$ cat src/hdl/bafr_ram.sv
module bafr_ram #(
    parameter int WIDTH = 8,
    parameter int DEPTH = 16
) (
    input  logic                     clk,
    input  logic                     we,
    input  logic [$clog2(DEPTH)-1:0] waddr,
    input  logic [WIDTH-1:0]         wdata,
    input  logic [$clog2(DEPTH)-1:0] raddr,
    output logic [WIDTH-1:0]         rdata
);

    logic [WIDTH-1:0] mem [DEPTH];

    always_ff @(posedge clk)
    begin
        if (we)
        begin
            mem[waddr] <= wdata;
        end
        rdata <= mem[raddr];
    end

endmodule

$ cat config.mk
export PLATFORM = sky130hd
export DESIGN_NAME = bafr_ram
export DESIGN_NICKNAME = d
export VERILOG_FILES = /design/src/hdl/bafr_ram.sv
export SDC_FILE = /design/constraint.sdc
export NUM_CORES = 1
export LEC_CHECK = 0
export BUFFER_PORTS_ARGS = -buffer_cell sky130_fd_sc_hd__buf_2
export CORE_MARGIN = 10
export CORE_UTILIZATION = 50
export DETAILED_ROUTE_END_ITERATION = 10
export GPL_TIMING_DRIVEN = 0
export PLACE_DENSITY = 0.67
export SYNTH_ARGS = -nofsm -noshare
export SYNTH_HDL_FRONTEND = slang
export SYNTH_SLANG_ARGS = --single-unit
$ cat constraint.sdc
create_clock -name clk -period 2 [get_ports clk]
set_input_delay 0.3 -clock clk [delete_from_list [all_inputs] [get_ports clk]]
set_output_delay 0.3 -clock clk [all_outputs]
set_load 0.05 [all_outputs]
; ---- Yosys cells after proc, flatten, opt, wreduce, memory -nomap -nowiden
; Memories as Yosys holds them, arrays and structs flattened. A register that Yosys moved wholly into a read port is not among the register bits.
; Index checks and enable logic that the tools add are counted.
[word_totals]
wordCells = 3
ramBits = 128
output_inout_bits = 8
regBits = 0
in_bits = 18
n_memories = 1
[op_classes]
mux = 2
[memory_table]
columns = memory, words, width, read_ports, rd_ports_with_merged_regs, wr, line
row1 = mem, 16, 8, 1, 1, 1, 13  ; logic [WIDTH-1:0] mem [DEPTH];
[ops]
columns = operator, n
row1 = $mux 1, 2

; ---- Longest topological paths before layout
[logic_depth]
ltp_word = 2
mapped_depth = 5
mapped_depth_nobuf = 3

; ---- Least setup slack after synthesis
; No wires, ideal clock.
[synth_timing]
path_kind = input to register
start = input waddr[2]
end = memory mem[0][0], enable pin
setup_ps = 383
stages = 2
required_time_ps = 1617
path_slack_ps = 207
arrival_ps = 1410
cell_sequence = or3b_2 nor3_1
[synth_rtl]
columns = item, line
row1 = from (decl), 7  ; input logic [$clog2(DEPTH)-1:0] waddr,
row2 = to (decl), 13
; Straight into the memory's write port.

; ---- Worst setup path in the final report
[layout_timing]
start = input waddr[2]
end = memory mem[0][2], enable pin
; Straight into the memory's write port.

==> flow_metrics.py <==
metrics = {
    "hold_path": {
        "hp-start": "wdata[6]",
        "hold_path.class": "input port to flop",
    },
    "sta": {
        "fin_crit_ns": 1.81,
        "finalClockSkew_ns": 0.00892,
        "worst_slack_ns": 0.191,
        "final_max_slew_viol_count": 0,
        "maxSlewHeadroom": 0.132,
        "worst_pin_slew_ns": 1.29,
        "grt_setup_unrepaired": "no",
        "finalHoldViolations": 0,
        "setup_viol": 0,
        "fin_crit_sh": 0.904,
        "fmax_mhz": 553,
    },
    "pwr": {
        "power_frac_seq": 0.478,
        "swShare": 0.195,
        "p_leak_nw": 2.04,
        "pwr-share-clk": 0.468,
        "powerDensity_mw_per_mm2": 1110,
        "vdd_ir_drop_max_mv": 0.700,
        "combPwrFrac": 0.054,
        "p_int_mw": 5.39,
        "switchingPower_mw": 1.31,
    },
    "cts": {
        "cts_tree": "built",
        "cts_root_buffer": "clkbuf_8",
        "postCtsSetupBuffers": 0,
        "path_clk_slew_ns": 0.06,
        "numCtsBuffers": 17,
        "cts.path.max_buffers": 2,
        "clock_latency_ns": 0.51,
        "htreeDepth": 4,
        "postCtsHoldBufs": 0,
        "post_cts_resized": 0,
        "cts_num_sinks": 136,
    },
    "floorplanning": {
        "io_pins": 26,
        "die_area_mm2": 0.0148,
        "die_width_um": 121,
        "die_h_um": 121,
        "core_mm2": 0.00991,
        "start_util": 0.519,
        "rows": 36,
    },
    "setup_path": {
        "r2r-start": "mem[6][0]",
        "crit_family": "simple AND/OR/NAND/NOR gates",
        "startpoint": "waddr[2]",
        "crit_buf_inv": 1,
        "arrival_ns": 1.93,
        "worstPathMaxFanout": 8,
        "required_ns": 2.12,
        "max_stage_delay_ns": 0.98,
        "crit_chain": "buf_2, or3b_2, nor3_1",
        "end_kind": "flop",
        "crit_type": "input port to flop",
        "cp_slowest_cell": "nor3_1",
        "setup.worst_path.start_class": "input port",
    },
    "synthesis": {
        "synth.distinct_cells": 19,
        "synth.net_count": 247,
        "avgSynthCellArea_um2": 22.5,
        "synth-simple-area-share": 0.0318,
        "ys_warn_count": 0,
        "synth_top_family_by_area": "multiplexers",
        "synth_adder_area_share": 0,
        "synth_mux_area_frac": 0.150,
        "ys_seq_area_frac": 0.778,
        "netlist_instances": 229,
        "synth-xor-area-share": 0,
        "ys_ff_latch": 136,
        "synth.cell_area_mm2": 0.00515,
        "synth_compound_area_frac": 0.0233,
    },
    "place": {
        "gp_congestion": 0.713,
        "pre_cts_slack_ns": -0.435,
        "placement.io_buffers": 24,
        "dpl.hpwl_um": 6050,
    },
    "drt": {
        "vias": 2318,
        "dr.pass1.iters": 4,
        "drt-total-wl_um": 9600,
        "viasPerCell": 5.55,
        "wl_per_cell_um": 23.0,
        "drtIter0Drc": 139,
        "drc": 0,
        "ant_nets": 0,
    },
    "layout": {
        "syn2layout_area_growth_pct": 17.4,
        "drive_gt1_frac": 0.288,
        "layout_common_cells": "edfxtp_1, buf_2, mux4_2",
        "final_common_cell": "edfxtp_1",
        "layout.nets": 290,
        "antennaDiodeCount": 0,
        "fin_util": 0.610,
    },
    "grt": {
        "grt_pass1_wl_um": 14500,
        "grt_pass1_vias": 2432,
        "grt_usage": 0.139,
        "met1_usage": 0.178,
        "antenna_found_initial": 0,
        "top_usage_layer": "met2",
        "grt_max_degree": 17,
        "gr-usage-met3": 0.0405,
        "use_met2": 0.209,
        "grt_overflow": 0,
    },
    "flow_run": {
        "max-cap-violations": 0,
    },
    "run_status": {
        "status": "completed",
    },
}
-- final cells by class --
type,count,area [µm²]
clock buffer,22,453
tap,133,166
buffer,10,86.3
multi-input combinational,83,1060
fill,723,3870
sequential,136,4000
timing repair buffer,24,120
clock inverter,10,149
-- per-layer routing --
layer	vias up	routed length, µm
met3	11	614
li1	1062	-
met1	1165	4160
met4	0	182
met5	-	0
met2	80	4650
-- state kept, by name, indices dropped and copies added, names as in the netlist --
| register | cells |
|---|---|
| rdata | 8 |
| mem | 128 |
-- cell families after synthesis --
logic type | Yosys count
DFF | 136
muxes | 32
and+or+nand+nor | 35
buffers and inverters | 10
AOI/OAI and AO/OA | 16
-- cells in the mapped netlist, drive strengths merged --
library cell | count | area (µm²)
or3b | 1 | 8.76
and2 | 1 | 6.26
nand3 | 1 | 5.00
nand2 | 9 | 33.8
nor2b | 1 | 6.26
mux4 | 32 | 773
dfxtp | 8 | 160
a22oi | 16 | 120
nand3b | 2 | 15.0
and2b | 1 | 7.51
nor2 | 13 | 48.8
edfxtp | 128 | 3840
nand2b | 2 | 12.5
clkdlybuf4s25 | 3 | 30.0
buf | 7 | 56.3
nor3 | 4 | 20.0
-- final timing paths --
kind	to	slack (ns)	cells past startpoint
worst max-delay path	mem[0][2]	0.19	3
worst min-delay path	mem[14][6]	0.18	1
worst max register to register	rdata[0]	0.60	3
worst min register to register	rdata[2]	0.69	3
-- metrics by stage --
stage	power (mW)	cell area (µm²)	hold WS, ns	std cells	TNS [ns]
after floorplan	3.49	5150	0.399	229	0
after global placement	3.62	5430	0.667	386	-3.56
after detailed placement	3.63	5430	0.674	386	-5.34
after CTS	6.74	6040	0.162	418	0
after global routing	6.89	6040	0.172	418	0
final	6.70	6040	0.179	418	0
-- power by group through the flow --
| stage | Combinational (mW) | Sequential (mW) | Clock, mW |
|---|---|---|---|
| 2_1_floorplan | 0.162 | 3.33 | 0 |
| 3_3_place_gp | 0.362 | 3.26 | 0 |
| 3_5_place_dp | 0.367 | 3.26 | 0 |
| 4_1_cts | 0.368 | 3.20 | 3.17 |
| 5_1_grt | 0.390 | 3.21 | 3.29 |
| 6_report | 0.363 | 3.20 | 3.13 |
Note: power is estimated with default switching activity, not from simulation.
