File: config.mk
export PLATFORM = sky130hd
export DESIGN_NAME = bafr_div
export DESIGN_NICKNAME = d
export VERILOG_FILES = /design/src/hdl/bafr_pkg.sv /design/src/hdl/bafr_div.sv
export SDC_FILE = /design/constraint.sdc
export NUM_CORES = 1
export LEC_CHECK = 0
export BUFFER_PORTS_ARGS = -buffer_cell sky130_fd_sc_hd__buf_2
export CORE_MARGIN = 1.5
export CORE_UTILIZATION = 35
export DETAILED_ROUTE_END_ITERATION = 8
export GPL_ROUTABILITY_DRIVEN = 0
export SYNTH_ARGS = -nofsm -noshare
export SYNTH_HDL_FRONTEND = slang
export SYNTH_SLANG_ARGS = --single-unit
File: constraint.sdc
create_clock -name clk -period 3.4 [get_ports clk]
set_clock_uncertainty 0.15 [all_clocks]
set_input_delay 0.85 -clock clk [delete_from_list [all_inputs] [get_ports clk]]
set_output_delay 0.85 -clock clk [all_outputs]
set_load 0.1 [all_outputs]
File: src/hdl/bafr_pkg.sv
package bafr_pkg;

    localparam int MAX_KERNEL_DEF = 15;
    localparam int MAX_COLS_DEF   = 1024;
    localparam int MAX_ROWS_DEF   = 1024;

    localparam int KSIZE_W = 4;
    localparam int DIM_W   = 11;
    localparam int PIX_W   = 8;
    localparam int CFG_W   = 11;

    localparam logic [KSIZE_W-1:0] KSIZE_RESET = 4'd11;
    localparam logic [DIM_W-1:0]   COLS_RESET  = 11'd640;
    localparam logic [DIM_W-1:0]   ROWS_RESET  = 11'd480;

    localparam logic [1:0] REG_KERNEL_SIZE = 2'd0;
    localparam logic [1:0] REG_FRAME_COLS  = 2'd1;
    localparam logic [1:0] REG_FRAME_ROWS  = 2'd2;

    localparam logic OP_PIXEL = 1'b0;
    localparam logic OP_DRAIN = 1'b1;

    // Window sum bound: 225 * 255 fits in 16 bits; divisor k*k below 256.
    localparam int SUM_W = 16;
    localparam int DIV_W = 8;

endpackage

File: src/hdl/bafr_div.sv
// Restoring divider, one quotient bit per cycle.
module bafr_div
    import bafr_pkg::*;
(
    input  logic             clk,
    input  logic             rst_n,
    input  logic             start,
    input  logic [SUM_W-1:0] dividend,
    input  logic [DIV_W-1:0] divisor,
    output logic             busy,
    output logic [SUM_W-1:0] quotient
);

    localparam int CNT_W = $clog2(SUM_W + 1);

    logic [SUM_W-1:0] quo_reg;
    logic [DIV_W:0]   rem_reg;
    logic [DIV_W-1:0] dvs_reg;
    logic [CNT_W-1:0] cnt_reg;
    logic [DIV_W:0]   trial;
    logic [DIV_W+1:0] shifted;

    assign shifted  = {rem_reg, quo_reg[SUM_W-1]};
    assign trial    = shifted[DIV_W:0] - {1'b0, dvs_reg};
    assign busy     = (cnt_reg != '0);
    assign quotient = quo_reg;

    always_ff @(posedge clk or negedge rst_n)
    begin
        if (!rst_n)
        begin
            cnt_reg <= '0;
        end
        else if (start)
        begin
            cnt_reg <= CNT_W'(SUM_W);
        end
        else if (busy)
        begin
            cnt_reg <= cnt_reg - 1'b1;
        end
    end

    always_ff @(posedge clk)
    begin
        if (start)
        begin
            quo_reg <= dividend;
            rem_reg <= '0;
            dvs_reg <= divisor;
        end
        else if (busy)
        begin
            if (shifted >= {1'b0, 1'b0, dvs_reg})
            begin
                rem_reg <= trial;
                quo_reg <= {quo_reg[SUM_W-2:0], 1'b1};
            end
            else
            begin
                rem_reg <= shifted[DIV_W:0];
                quo_reg <= {quo_reg[SUM_W-2:0], 1'b0};
            end
        end
    end

endmodule

# --- Word level (Yosys, flattened, before mapping) ---
# Index checks and enable logic that the tools add are counted.
word_totals:
  input_bits: 27
  reg_bits: 38
  wordCells: 15
  out_inout_bits: 17
op_classes:
  n_reduce_logical: 2
  order_cmp: 1
  muxes: 6
  addsub: 2
op_table:
  columns: ["cell", "count"]
  rows:
  - ["two-way mux 16 bit", 2]
  - [">= comparator 10 x 8 -> 1 bit", 1]
  - ["two-way mux 5 bit", 2]
  - ["two-way mux 9 bit", 1]
  - ["subtractor 9 x 8 -> 9 bit", 1]
  - ["nonzero test 5 bit", 1]
  - ["subtractor 5 x 1 -> 5 bit, second input constant", 1]
  - ["nonzero test 2 bit", 1]
  - ["two-way mux 1 bit", 1]

# --- Longest topological paths before layout ---
depth:
  depth_word: 4
  ltp_mapped: 10

# --- Least setup slack after synthesis ---
# Ideal clock, no wire load.
synth_path:
  path_type: "flip-flop to flip-flop"
  startpoint: "register quo_reg[15] (netlist: quotient[15])"
  endpoint: "register quo_reg[0] (netlist: quotient[0]), data pin"
  n_path_buf: 1
  arrival_ps: 2710
  synth_period_minus_slack_ps: 3120
  slack_ps: 280
  setup_ps: 260
  t_required_ps: 2990
  path_stages_with_launch: 10
  cell_sequence: "edfxtp_1 inv_1 ha_1 inv_1 fa_1 nand3_1 a21oi_1 or4_4 buf_6 mux2_2"
synth_via:
  elab_chain_cells: 4
synth_rtl:
  columns: ["element", "line", "rtl"]
  rows:
  - ["from (decl)", "bafr_div.sv:16", "logic [SUM_W-1:0] quo_reg;"]
  - ["from (signal assigned)", "bafr_div.sv:48", "quo_reg <= dividend;"]
  - ["from (signal assigned)", "bafr_div.sv:57", "quo_reg <= {quo_reg[SUM_W-2:0], 1'b1};"]
  - ["from (signal assigned)", "bafr_div.sv:62", "quo_reg <= {quo_reg[SUM_W-2:0], 1'b0};"]
  - [">= comparator 10 x 8 -> 1 bit", "bafr_div.sv:54", "if (shifted >= {1'b0, 1'b0, dvs_reg})"]
  - ["two-way mux 1 bit", "bafr_div.sv:54", null]
  - ["two-way mux 16 bit", "bafr_div.sv:52", "else if (busy)"]
  - ["two-way mux 16 bit", "bafr_div.sv:46", "if (start)"]
# Every way passes these cells. The select of a mux whose other input is x is not followed.
# A chain may end at the register's enable or synchronous reset.

# --- Final worst setup path ---
layout_path:
  startpoint: "register cnt_reg[0]"
  endpoint: "output busy"
layout_via:
  elab_chain_cells: 1
layout_rtl:
  columns: ["element", "line", "rtl"]
  rows:
  - ["from (decl)", "bafr_div.sv:19", "logic [CNT_W-1:0] cnt_reg;"]
  - ["from (signal assigned)", "bafr_div.sv:36", "cnt_reg <= CNT_W'(SUM_W);"]
  - ["from (signal assigned)", "bafr_div.sv:40", "cnt_reg <= cnt_reg - 1'b1;"]
  - ["nonzero test 5 bit", "bafr_div.sv:25", "assign busy = (cnt_reg != '0);"]
  - ["to (decl)", "bafr_div.sv:10", "output logic busy,"]
# Every way passes these cells.

==> reports/metrics.yaml <==
avgViaCountPerCell: 4.88
postSynthCellCount: 177
rr_startpoint: "quotient[15]"
detailroute.via_count: 1429
seq_area_frac_synth: 0.502
status: "complete, no violations"
num_antenna_cells: 0
ctsResizeCount: 0
detailedRoute.firstPassIterationCount: 4
tns_ps: 0
syn_area_per_cell_sq_um: 11.6
synth-seq-cells: 38
setup.worst_path.end: "busy"
post-route-period-util: 0.847
syn-num-nets: 215
r2r_end: "rem_reg[2]"
clk_pin_slew_worst_paths_ps: 70
worstSetupEndpointType: "output pin"
clock.fmax_mhz: 347
peakVddDrop_v: 0.000595
unrepaired_setup_endpoints_after_global_routing: "false"
synth_ff_type: "sky130_fd_sc_hd__edfxtp_1"
yosysWarningCount: 0
layout-drive-gt1-share: 0.344
finalSetupViolations: 0
syn-cell-area_sq_mm: 0.00204
synthArstFlopShare: 0.132
die_width_um: 79.4
post-cts-setup-buffer-count: 0
initial_core_util: 0.367
drt_wl_total_um: 3940
critPathLaunch: "cnt_reg[0]"
power.static_leakage_nw: 1.04
cts.root.buffer_cell: "sky130_fd_sc_hd__clkbuf_8"
port_buffers: 43
drt_drc_violations_left: 0
power.density_mw_per_mm2: 940
period_minus_slack_ps: 2880
numClockSinks: 38
die_height_um: 79.4
layout.filler_cells: 543
dieArea_sq_mm: 0.00631
syn2layout_area_growth_pct: 18.4
grt_first_pass_wirelength_um: 6540
fp-row-count: 27
remaining_overflow_grt: 0
finalHoldViolCount: 0
cp_data_required_time_ps: 2400
floorplan.core_area_sq_mm: 0.00557
setup.worst_path.class: "reg2out"
timing.critical_path.fanout_max: 4
worst-endpoint-arrival_ps: 1880
synth.top_cell.area_share: 0.353
io_pins: 44
antenna_found_initial: 0
slew-limit-headroom: 0.598
cts_inserted_buffers: 5
yosysMostFrequentCell: "sky130_fd_sc_hd__edfxtp_1"
average_wire_per_standard_cell_um: 13.4
slew_violations: 0
ff2ff_setup_slack_ps: 650
slew_worst_pin_ps: 602
synth_common_cells: "sky130_fd_sc_hd__edfxtp_1 (24), sky130_fd_sc_hd__mux2_2 (17), sky130_fd_sc_hd__inv_1 (13), sky130_fd_sc_hd__nor2_1 (13), sky130_fd_sc_hd__ha_1 (10)"
synth_top_cell_by_area: "sky130_fd_sc_hd__edfxtp_1"
timing.reg2reg.worst_path_depth: 9
first_global_vias: 1360
worst_hold_path_type: "in2async"
synth.distinct_cells: 44
largest_reg_flops: 16
worst_hold_margin_ps: 220
tritoncts_clock_tree: "done"
synth_enable_flop_cells: 24
route.antenna.remaining_nets: 0
cp-start-kind: "flip-flop"
cts-hold-fix-buffers: 0
grt_use_total: 0.136
nNetsFinal: 258
maxCapViolCount: 0
cts_buffer_depth: 2
drt_iter0_drc: 68
grt_max_degree: 31
ys_top_cells_by_area: "sky130_fd_sc_hd__edfxtp_1 (35%), sky130_fd_sc_hd__mux2_2 (9.4%), sky130_fd_sc_hd__dfxtp_1 (8.8%)"
post-dp-hpwl_um: 2840
h_tree_level_count: 2
clock_latency_ps: 290
layout make-up:
type                       instances  area, sq um  share of cell area
multi-input combinational        117          918               0.380
tap                               72         90.1              0.0372
clock inverter                     1         30.0              0.0124
inverter                          13         48.8              0.0202
timing repair buffer              45          230              0.0951
sequential                        38         1030               0.424
clock buffer                       7         76.3              0.0315
worst min path at each step:
stage          startpoint    endpoint  slack [ps]  cells after the start
3_3_place_gp   rem_reg[8]  rem_reg[8]         350                      2
4_1_cts             rst_n  cnt_reg[2]         210                      1
6_report            rst_n  cnt_reg[2]         220                      1
5_1_grt             rst_n  cnt_reg[2]         220                      1
2_1_floorplan  rem_reg[2]  rem_reg[2]         330                      1
3_5_place_dp   rem_reg[8]  rem_reg[8]         370                      2
metrics by stage:
step                      std cells  utilization  setup slack (ps)  cell area [sq um]  total power [mW]
final                           293        0.434               520               2420              2.28
after global placement          285        0.415               713               2310              1.90
after detailed placement        285        0.415               675               2310              1.91
after CTS                       293        0.434               517               2420              2.29
after floorplan                 177            -               280               2040              1.73
after global routing            293        0.434               454               2420              2.42
cells in the final DEF, fill, tap and decap left out, types with 5 or more instances in the layout:
cell type and instances:
sky130_fd_sc_hd__ha_1 10, sky130_fd_sc_hd__clkbuf_8 5, sky130_fd_sc_hd__dfxtp_1 9, sky130_fd_sc_hd__o21ai_0 6
sky130_fd_sc_hd__dfrtp_1 5, sky130_fd_sc_hd__nor2_1 13, sky130_fd_sc_hd__edfxtp_1 24, sky130_fd_sc_hd__nand2b_1 5
sky130_fd_sc_hd__buf_2 43, sky130_fd_sc_hd__mux2_2 17, sky130_fd_sc_hd__inv_1 13, sky130_fd_sc_hd__a211oi_1 5
sky130_fd_sc_hd__mux2i_1 6, sky130_fd_sc_hd__nand2_1 9
logic make-up (layout without fill, tap and decap cells):
| group | Yosys count | in the layout | synth area share |
|---|---|---|---|
| XOR/XNOR | 5 | 5 | 0.0214 |
| AND/OR/NAND/NOR | 47 | 47 | 0.122 |
| buffers and inverters | 22 | 66 | 0.0490 |
| adder cells (fa/ha/maj) | 11 | 11 | 0.0710 |
| AO/OA/AOI/OAI | 31 | 31 | 0.111 |
| flip-flops | 38 | 38 | 0.502 |
| multiplexers | 23 | 23 | 0.123 |
critical path: stages (launching register included):
cell and delay [ps]:
sky130_fd_sc_hd__dfrtp_1 420, sky130_fd_sc_hd__inv_1 100, sky130_fd_sc_hd__ha_1 160, sky130_fd_sc_hd__or4b_2 600, sky130_fd_sc_hd__buf_2 320
per-layer routing:
| metal | GRT usage | wire length [um] | vias up |
|---|---|---|---|
| met5 | 0 | 0 | - |
| met3 | 0.0343 | 163 | 6 |
| met4 | 0.0579 | 61 | 0 |
| met2 | 0.203 | 1780 | 26 |
| met1 | 0.187 | 1930 | 664 |
| li1 | - | - | 733 |
power breakdown:
part           switching, mW  internal (mW)  leakage (nW)  total (mW)
logic                  0.797          0.376         0.602        1.17
clock network          0.147          0.219        0.0524       0.367
registers             0.0968          0.639         0.383       0.736
No activity file was read; power rests on OpenSTA's default activity.
